`config.mk`:
```
export PLATFORM = sky130hd
export DESIGN_NAME = llhq_ram
export DESIGN_NICKNAME = d
export VERILOG_FILES = /design/src/llhq_ram.sv
export SDC_FILE = /design/constraint.sdc
export NUM_CORES = 2
export LEC_CHECK = 0
export ABC_CLOCK_PERIOD_IN_PS = 3500
export BUFFER_PORTS_ARGS = -buffer_cell sky130_fd_sc_hd__clkbuf_2
export CORE_UTILIZATION = 57
export DETAILED_ROUTE_END_ITERATION = 12
export PLACE_DENSITY_LB_ADDON = 0.08
export SYNTH_ARGS = -nofsm -noshare
export SYNTH_HDL_FRONTEND = slang
export SYNTH_SLANG_ARGS = --single-unit
```
`constraint.sdc`:
```
create_clock -name clk_i -period 3.5 [get_ports clk_i]
set_input_delay 0.35 -clock clk_i [delete_from_list [all_inputs] [get_ports clk_i]]
set_output_delay 0.35 -clock clk_i [all_outputs]
set_load 0.02 [all_outputs]
```
`src/llhq_ram.sv`:
```
module llhq_ram #(
  parameter int WIDTH = 32,
  parameter int DEPTH = 96
) (
  input  logic                     clk_i,
  input  logic                     we_i,
  input  logic [$clog2(DEPTH)-1:0] waddr_i,
  input  logic [WIDTH-1:0]         wdata_i,
  input  logic [$clog2(DEPTH)-1:0] raddr_i,
  output logic [WIDTH-1:0]         rdata_o
);

  logic [WIDTH-1:0] mem_q [DEPTH];

  // One write port, one registered read port
  always_ff @(posedge clk_i) begin
    if (we_i) begin
      mem_q[waddr_i] <= wdata_i;
    end
    rdata_o <= mem_q[raddr_i];
  end

endmodule

```
==> summary.md <==
| Metric | Value |
|---|---|
| Initial Util | 0.5759 |
| Dominant cell type by area after synthesis | edfxtp_1 |
| Worst path slowest cell | or4_1 |
| Crit path kind | flop to flop |
| Worst reg2reg path depth | 7 |
| Final Net Count | ~5900 |
| Synthesized flop and latch total | 3104 |
| Fin. Hold Viols | 0 |
| Finished Layout Cells | around 8800 |
| Initial antenna violation count | 28 |
| Setup_tns | 0 ns |
| Fin. max-slew vios | 0 |
| Clock Sinks | approximately 3100 |
| Worst-Margin Slew | between 1 and 1.5 ns |
| Post-synthesis cell count | 5279 |
| YS warnings | 0 |
| CP required | between 4 and 5 ns |
| Worst Setup SP | mem_q[70][15] |
| Slew HR | 0.1336 |
| TritonCTS buffer count | between 300 and 400 |
| Area contributors post-synth | edfxtp_1 (78%), mux4_2 (13%), mux2i_1 (2.5%) |
| Hpwl dp | 199700 µm |
| Core box area | 205400 µm² |
| Root Buffer | clkbuf_16 |
| Post-synth EDFFs | 3072 |
| Setup Fix Bufs, Post-CTS | 0 |
| Minimum clock period | around 3.0 ns |
| Critical Path Sink | rdata_o[15] |
| Placed cell area | between 100000 and 150000 µm² |
| Die area | 209400 µm² |
| Critical R2R Launch | mem_q[70][15] |
| Hold Path Stages | 1 |
| Seq. cell area | between 90000 and 100000 µm² |
| Final period util | 0.8539 |
| Die width | 457.6 µm |
| DRT iter0 DRCs | 8652 |
| R2R Path End | rdata_o[15] |
| Leak | 43.45 nW |
| Synth cell count leaders | edfxtp_1 (3072), mux4_2 (670), mux2i_1 (300) |
| GPL Wtd Cong | 0.8765 |
| Dominant cell by count in the synthesized netlist | edfxtp_1 |
| Multi-input logic area | 24480 µm² |
| # DRC | 0 |
| First-pass GRT wire length | 473400 µm |
| Gr usage total | 0.3324 |
| Setup Viol. Count Final | 0 |
| Die Height | roughly 460 µm |
| Crit path launch type | flop |
| CP peak stage delay | ~0.85 ns |
| Global route overflow | 0 |
| Routed len/inst | between 30 and 40 µm |
| Clk Latency, worst-skew pair | 0.99 ns |
| Ys async rst share | 0 |
| Status | finished, final reports clean |
| WL final | approximately 340000 µm |
| Fillers | 13130 |
| Layout Area Growth over Synthesis | 15.07% |
| Worst vdd ir | 576.0 µV |
| Post-route cell area | roughly 140000 µm² |
| Max Freq | approximately 330 MHz |
| Setup Skew | 0.08050 ns |
| Hold Path Class | input pin to flop |
| Share of cells above drive strength 1 | 0.2885 |
| Maxcap violations | 0 |
| R2R setup slack | 0.51 ns |
| CTS max path bufs | 4 |
| Largest net degree at the start of global routing | 97 |
| Core Rows | between 150 and 200 |
| Register area share after synthesis | 0.7852 |
| Synthesized area | 118300 µm² |
| Crit end category | flop |
| Main synth FF type | edfxtp_1 |
| PortBufs | 79 |
| Vias in the first global route | 58990 |
| Vias | 60540 |
| Pre-Repair DR Iteration Count | 5 |
| Worst EP arrival | approximately 3.8 ns |
| CTS tree | yes |
| Power Total | 0.07878 W |
| Net Count, Synth | 5327 |
| Cells along the critical path | mux4_2, mux2i_1, o22ai_1, or4_1, buf_4, a21oi_1, o221ai_1 |
| Clk slew on worst S/H paths | 0.06 ns |
| CP max FO | 1 |
| Cells after DPL | 8215 |
| Syn_area_per_cell | around 22 µm² |
| Netlist cell types | between 50 and 60 |
| Routed vias/inst | 6.886 |
| RSZ-0062 raised after global routing | false |
| Htree depth | 5 |
| Pwr/cell area | 578.7 nW/µm² |
| Final ANT Viol Nets | 0 |
| I/O pin cnt | 80 |
| Synth top area share | 0.7798 |
==> cell usage in the layout, fill, tap and decap left out, types with 21 or more instances in the layout <==
cell | netlist | final
nor2b_1 | 34 | 28
o22ai_1 | 87 | 87
nand2_1 | 97 | 97
clkbuf_1 | 97 | 73
edfxtp_1 | 3072 | 3072
mux2i_1 | 300 | 300
nor2_1 | 132 | 41
bufinv_16 | 0 | 27
nand3_1 | 68 | 68
buf_12 | 1 | 111
a21oi_1 | 60 | 60
dfxtp_1 | 32 | 32
nor2_4 | 0 | 89
mux2_2 | 21 | 21
clkinv_2 | 0 | 41
a221oi_1 | 41 | 41
a22o_1 | 31 | 31
clkbuf_16 | 0 | 333
a211oi_1 | 27 | 27
a22oi_1 | 126 | 126
nor3_1 | 36 | 27
clkbuf_2 | 0 | 42
buf_4 | 42 | 370
clkinv_1 | 1 | 63
mux4_2 | 670 | 670
==> logic make-up (layout without fill, tap and decap cells) <==
| kind of cell | Yosys count | count (layout) | synth area share |
|---|---|---|---|
| multiplexers | 991 | 991 | 0.1549 |
| AND/OR/NAND/NOR | 437 | 437 | 0.01730 |
| buffers and inverters | 280 | 1087 | 0.01466 |
| other | 0 | 18 | 0 |
| AO/OA/AOI/OAI | 467 | 467 | 0.02794 |
| flip-flops | 3104 | 3104 | 0.7852 |
==> timing repair <==
action / in CTS / in global routing
hold endpoints to repair: 68 / 0
hold buffers: 3 / 0
resized for setup: 0 / 0
==> critical path: cells and delay by family, from the launching register on <==
kind	cells	cell delay, ns
buffers and inverters	1	0.26
AO/OA/AOI/OAI	3	0.45
multiplexers	2	0.96
AND/OR/NAND/NOR	1	0.85
flip-flops	1	0.36
==> through the flow <==
step / hold WS [ns] / utilization / worst slack, ns
after global placement: 0.7715 / 0.6133 / -0.3124
final: 0.01668 / 0.6627 / 0.5113
after detailed placement: 0.7723 / 0.6133 / -0.3109
after CTS: 0.005068 / 0.6625 / 0.5401
after floorplan: 0.4489 / - / -0.04474
after global routing: 0.03690 / 0.6626 / 0.5661
==> worst min path at each step <==
stage                     start       endpoint  slack [ns]
CTS                 wdata_i[15]   mem_q[7][15]       0.005
global placement    rdata_o[10]    rdata_o[10]        0.77
finish              wdata_i[15]  mem_q[10][15]        0.02
floorplan            wdata_i[0]    mem_q[0][0]        0.45
detailed placement  rdata_o[10]    rdata_o[10]        0.77
global route        wdata_i[15]  mem_q[10][15]        0.04
==> where the power goes <==
group | switching [W] | total (W) | internal [W]
combinational | 0.00278 | 0.00428 | 0.00150
sequential | 0.000159 | 0.0412 | 0.0411
clock | 0.0138 | 0.0333 | 0.0195
==> state kept, by name, indices dropped and copies added (netlist names) <==
signal	flops
mem_q	3072
rdata_o	32
==> area by class of cell <==
class                   count  area share
inverters                   3   0.0001011
flip-flops and latches   3104      0.6824
multi-input cells        1895      0.1798
repair buffers            528     0.03871
diodes                     18   0.0003309
clock buffers             412     0.06383
clock inverters           144     0.01011
well taps                2688     0.02471
==> routing by layer <==
layer / routed length [µm] / vias up / GRT usage
li1: - / 23670 / -
met1: 128100 / 32580 / 0.4653
met2: 161000 / 3570 / 0.5065
met3: 37340 / 712 / 0.07227
met4: 18180 / 8 / 0.1538
met5: 50 / - / 0
No activity file was read; power rests on OpenSTA's default activity.
