[config.mk]
export PLATFORM = sky130hd
export DESIGN_NAME = llhq_muldiv
export DESIGN_NICKNAME = d
export VERILOG_FILES = /design/src/llhq_pkg.sv /design/src/llhq_muldiv.sv
export SDC_FILE = /design/constraint.sdc
export NUM_CORES = 1
export LEC_CHECK = 0
export BUFFER_PORTS_ARGS = -buffer_cell sky130_fd_sc_hd__buf_2
export CELL_PAD_IN_SITES_DETAIL_PLACEMENT = 0
export CELL_PAD_IN_SITES_GLOBAL_PLACEMENT = 2
export CORE_AREA = 2 2 162 164
export DETAILED_ROUTE_END_ITERATION = 12
export DIE_AREA = 0 0 164 166
export PLACE_DENSITY_LB_ADDON = 0.1
export SYNTH_ARGS = -nofsm -noshare
export SYNTH_HDL_FRONTEND = slang
export SYNTH_SLANG_ARGS = --single-unit
[constraint.sdc]
create_clock -name clk_i -period 9.9 [get_ports clk_i]
set_input_delay 0.99 -clock clk_i [delete_from_list [all_inputs] [get_ports clk_i]]
set_output_delay 0.99 -clock clk_i [all_outputs]
set_load 0.01 [all_outputs]
[src/llhq_pkg.sv]
package llhq_pkg;

  // Histogram geometry
  localparam int NUM_BINS   = 32;
  localparam int NUM_AXES   = 3;
  localparam int EDGE_STEPS = 32;
  localparam int DEPTH      = NUM_BINS * NUM_AXES;
  localparam int ADDR_W     = $clog2(DEPTH);
  localparam int BIN_W      = $clog2(NUM_BINS);
  localparam int EIDX_W     = $clog2(EDGE_STEPS + 1);

  // Field and datapath widths
  localparam int AXIS_W = 2;
  localparam int MAG_W  = 20;
  localparam int P_W    = 17;
  localparam int LVL_W  = 17;
  localparam int SH_W   = 5;
  localparam int CNT_W  = 32;
  localparam int TOT_W  = CNT_W + BIN_W;
  localparam int ITER   = 17;
  localparam int PROD_W = TOT_W + ITER;
  localparam int TG_W   = PROD_W - 16;
  localparam int W10    = TOT_W + 4;

  localparam logic [SH_W-1:0]  SHIFT_MIN = 5'd1;
  localparam logic [SH_W-1:0]  SHIFT_MAX = 5'd20;
  localparam logic [SH_W-1:0]  SHIFT_RST = 5'd11;
  localparam logic [LVL_W-1:0] TOP_LEVEL = 17'd65536;

  // Log-spaced bin edges, round(64*2^(10i/32)), last one 65536
  localparam logic [LVL_W-1:0] EDGE_TABLE [EDGE_STEPS+1] = '{
    17'd64,    17'd79,    17'd99,    17'd123,   17'd152,   17'd189,   17'd235,   17'd292,
    17'd362,   17'd450,   17'd558,   17'd693,   17'd861,   17'd1069,  17'd1328,  17'd1649,
    17'd2048,  17'd2543,  17'd3158,  17'd3922,  17'd4871,  17'd6049,  17'd7512,  17'd9329,
    17'd11585, 17'd14387, 17'd17867, 17'd22188, 17'd27554, 17'd34219, 17'd42495, 17'd52773,
    17'd65536
  };

  typedef enum logic [1:0] {
    ACT_ADD   = 2'd0,
    ACT_QUANT = 2'd1,
    ACT_TAIL  = 2'd2,
    ACT_NONE  = 2'd3
  } action_e;

  typedef enum logic [3:0] {
    ST_CLEAR,
    ST_IDLE,
    ST_ADD,
    ST_SUM,
    ST_QMUL,
    ST_QSCAN,
    ST_QMUL2,
    ST_QDIV,
    ST_TSCAN,
    ST_TDIV,
    ST_DONE
  } state_e;

  typedef enum logic {
    MD_MUL = 1'b0,
    MD_DIV = 1'b1
  } md_op_e;

  // Command to the shared multiply/divide unit
  typedef struct packed {
    logic              go;
    md_op_e            op;
    logic [PROD_W-1:0] x;   // multiplier (low ITER bits) or dividend
    logic [TOT_W-1:0]  y;   // multiplicand or divisor
  } md_cmd_t;

  typedef struct packed {
    logic              done;
    logic [PROD_W-1:0] res;  // product, or quotient in the low ITER bits
  } md_rsp_t;

  // Lower edge of bin i; i = NUM_BINS gives the top level
  function automatic logic [LVL_W-1:0] edge_at(input logic [BIN_W:0] i);
    logic [LVL_W-1:0] e;
    if (int'(i) >= NUM_BINS) begin
      e = TOP_LEVEL;
    end else begin
      e = EDGE_TABLE[EIDX_W'((int'(i) * EDGE_STEPS) / NUM_BINS)];
    end
    return e;
  endfunction

endpackage

[src/llhq_muldiv.sv]
module llhq_muldiv (
  input  logic              clk_i,
  input  logic              rst_ni,
  input  llhq_pkg::md_cmd_t cmd_i,
  output llhq_pkg::md_rsp_t rsp_o
);

  localparam int ITER   = llhq_pkg::ITER;
  localparam int PROD_W = llhq_pkg::PROD_W;
  localparam int TOT_W  = llhq_pkg::TOT_W;
  localparam int C_W    = $clog2(ITER);

  logic                run_q, run_d;
  logic                done_q, done_d;
  logic [C_W-1:0]      cnt_q, cnt_d;
  llhq_pkg::md_op_e    op_q, op_d;
  logic [PROD_W-1:0]   acc_q, acc_d;
  logic [ITER-1:0]     sh_q, sh_d;
  logic [TOT_W-1:0]    y_q, y_d;
  logic [TOT_W:0]      trial;

  // One shift-add or shift-subtract step per cycle, ITER steps per command
  always_comb begin
    run_d  = run_q;
    done_d = 1'b0;
    cnt_d  = cnt_q;
    op_d   = op_q;
    acc_d  = acc_q;
    sh_d   = sh_q;
    y_d    = y_q;
    trial  = {acc_q[TOT_W-1:0], sh_q[ITER-1]};
    if (cmd_i.go) begin
      run_d = 1'b1;
      cnt_d = '0;
      op_d  = cmd_i.op;
      y_d   = cmd_i.y;
      sh_d  = cmd_i.x[ITER-1:0];
      if (cmd_i.op == llhq_pkg::MD_DIV) begin
        // dividend is known to keep the quotient below 2^ITER
        acc_d = cmd_i.x >> ITER;
      end else begin
        acc_d = '0;
      end
    end else if (run_q) begin
      if (op_q == llhq_pkg::MD_MUL) begin
        acc_d = (acc_q << 1) + (sh_q[ITER-1] ? PROD_W'(y_q) : '0);
        sh_d  = sh_q << 1;
      end else begin
        if (trial >= {1'b0, y_q}) begin
          acc_d = PROD_W'(trial - {1'b0, y_q});
          sh_d  = {sh_q[ITER-2:0], 1'b1};
        end else begin
          acc_d = PROD_W'(trial);
          sh_d  = {sh_q[ITER-2:0], 1'b0};
        end
      end
      cnt_d = cnt_q + 1'b1;
      if (cnt_q == C_W'(ITER - 1)) begin
        run_d  = 1'b0;
        done_d = 1'b1;
      end
    end
  end

  always_ff @(posedge clk_i or negedge rst_ni) begin
    if (!rst_ni) begin
      run_q  <= 1'b0;
      done_q <= 1'b0;
      cnt_q  <= '0;
      op_q   <= llhq_pkg::MD_MUL;
    end else begin
      run_q  <= run_d;
      done_q <= done_d;
      cnt_q  <= cnt_d;
      op_q   <= op_d;
    end
  end

  always_ff @(posedge clk_i) begin
    acc_q <= acc_d;
    sh_q  <= sh_d;
    y_q   <= y_d;
  end

  assign rsp_o.done = done_q;
  assign rsp_o.res  = (op_q == llhq_pkg::MD_DIV) ? PROD_W'(sh_q) : acc_q;

endmodule

==> metrics.txt <==
Synth Area in Simple Gates=17.4%; Synth Area in XOR/XNOR=7.37%; Sw Share=44.3%; Top FF cell, synth=edfxtp_1; Combinational Power Share=54.4%; post-synthesis cell area=0.00985 mm²; CP cell instances=inv_2 > nor2_1 > ha_1 > fa_1 > a211o_1 > a211o_1 > nand4_1 > a31oi_1 > or3_4 > a41oi_2 > o22ai_2 > nand4_2 > xor2_1 > o21ai_1; NetSw=1.37 mW; Hold-fix buffers, CTS=0; gr usage total=23.7%; YS warnings=0; routed vias/inst=5.50; Hold/Removal Path Class=input port to async pin; Crit Reg-Reg Endpoint=acc_q[51]; Data required, critical path=10.06 ns; DRC Markers=0; initial DRC count=648; gr ovfl total=0; CTS max path bufs=2; DRT Wirelength=31900 µm; worst-case reg-to-reg path depth=14; Most common cell on crit path=a211o_1; die width=164 µm; critical path class=register to register; final std cells w/o fill=1560; RSZ-0062 raised after global routing=no; setup violators final=0; Worst path top cell family by delay=compound AO/OA/AOI/OAI gates; FF+latch area=0.00344 mm²; Final nets=1385; Seq/Total Area, Yosys=35.0%; most common cell after layout, fill and taps aside=buf_2; first-pass GRT wire length=49600 µm; row count=59; routed len/inst=20.4 µm; fillers=2613; minimum clock period=4.44 ns; post-route total power=3.10 mW; Clock Skew=0.0119 ns; Final Hold Vio Count=0; met2 wire len=15100 µm; # Max-Cap Violations=0; most frequent cells in the layout=buf_2, edfxtp_1, nor2_1, nand2_1, ha_1; DR WL met3=1510 µm; cts bufs inserted=17; number of synthesized register bits=116; Fmax=0.225 GHz; P_int=1.73 mW; Synth Area in Compound Gates=20.0%; initial antenna violation count=1; Startpoint Class=register; routed via count=8579; mean post-synth cell area=9.06 µm²; largest family of logic cells by synthesized area=compound AO/OA/AOI/OAI gates; number of antenna-violating nets in the routed design=0; Cells after Synth=1087; Syn Nets=1260; Die Area=0.0272 mm²; Worst IR Drop VDD=0.121 mV; wire length on met1=14800 µm; Die Y-Extent=166 µm; core area=0.0256 mm²; FF-to-FF setup slack=5.46 ns; dpl hpwl=23200 µm; via count of the first global-routing pass=8664; slowest cell on the critical path=inv_2; area of the multi-input gates=0.00598 mm²; Worst Path Arrival=4.60 ns; Pwr Density=271 mW/mm²; clock sinks=116; Top Layer Used=met4; Post-synth ARST share=6.90%; Unique masters post-synth=79; critical path's largest stage delay=0.67 ns; CTS tree=yes; adder-cell share of the synthesized area=10.1%; final max-slew violation count=0; mux contribution to synthesized area=5.72%; run status=finished, final reports clean; clock share of power=19.7%; number of synthesized flops with an enable pin=108; Pre-Repair DR Iteration Count=5; peak fanout along the critical path=37; setup TNS=0 ns; Clock Latency Late Sink=0.43 ns; Seq pwr share=26.0%; Reg-to-Reg Start=sh_q[16]; # port buffers=149; Finished Cell Area=0.0114 mm²; Initial Utilization=38.4%; CTS root buf=clkbuf_16; largest net degree at the start of global routing=71; Crit. End Element=register; routability congestion estimate from global placement=0.846; H-tree depth=4; DP Area=0.0109 mm²; I/O pin total=150; Worst Hold Slack=0.397 ns; placed cells=1528; slew margin rel.=26.8%; post-cts sizing count=0; synth-to-layout area growth=15.9%; Pleak=5.09 nW; Least-Margin Pin Slew=1.09 ns; Worst-path clk slew=0.06 ns; postcts setup bufs=0; share of cells above drive strength 1=19.7%; diodes inserted=0; Tcrit/Tclk final=44.9%; Worst Path Buf+Inv=1
## cell families (layout without fill, tap and decap cells)
logic type / after synthesis / count (layout)
flops: 116 / 116
buf+inv: 108 / 246
compound gates: 299 / 299
simple gates: 352 / 352
mux: 52 / 52
fa+ha+maj: 78 / 78
xor+xnor: 82 / 82
## state kept, by name (all words and copies together) (netlist names)
| register | flops |
|---|---|
| acc_q | 54 |
| y_q | 37 |
| sh_q | 17 |
| cnt_q | 5 |
| done_q | 1 |
| op_q | 1 |
| run_q | 1 |
## routing by layer
layer  track usage [%]  vias to the layer above
met2              38.4                      244
met5                 0                        -
met1              33.0                     4059
li1                  -                     4239
met4              5.87                        0
met3              3.70                       37
## power groups by stage
stage	sequential [mW]	clock [mW]	combinational (mW)
CTS	0.807	0.624	1.68
detailed placement	0.816	0	1.67
floorplan	0.755	0	1.26
global placement	0.818	0	1.68
global route	0.823	0.641	1.87
finish	0.806	0.609	1.68
## cells in the mapped netlist (all sizes together) (10+ instances only)
cell type  number  area share, %
a21o           25            1.9
a21oi          77            4.0
a22oi          24            1.8
a31oi          15            1.2
buf            17           0.97
clkbuf         33            1.3
edfxtp        108             33
ha             76            9.7
inv            58            2.2
mux2           34            3.9
mux2i          18            1.8
nand2          97            3.7
nand2b         10           0.64
nand3          24            1.3
nand4          25            1.7
nor2          103            3.9
nor2b          48            3.1
nor3           12           0.66
o211ai         10           0.76
o21ai          78            4.0
xnor2          44            4.0
xor2           38            3.4
## final cells by class
type                       instances  area share, %
inverter                          58           1.91
clock inverter                    12          0.997
timing repair buffer             156           7.01
sequential                       116           30.2
tap                              335           3.67
multi-input combinational        863           52.4
clock buffer                      20           3.82
## worst max path at each step
stage | from | to | slack [ns] | cells after the start
floorplan | sh_q[16] | acc_q[43] | 6.41 | 14
global placement | sh_q[16] | acc_q[47] | 5.60 | 14
detailed placement | sh_q[16] | acc_q[51] | 5.53 | 14
CTS | sh_q[16] | acc_q[51] | 5.51 | 14
global route | sh_q[16] | acc_q[47] | 5.23 | 14
finish | sh_q[16] | acc_q[51] | 5.46 | 14
## metrics by stage
step	worst slack (ns)	utilization [%]
after floorplan	6.41	-
after global placement	5.60	42.4
after detailed placement	5.53	42.4
after CTS	5.51	44.6
after global routing	5.23	44.6
final	5.46	44.6
Note: power is estimated with default switching activity, not from simulation.
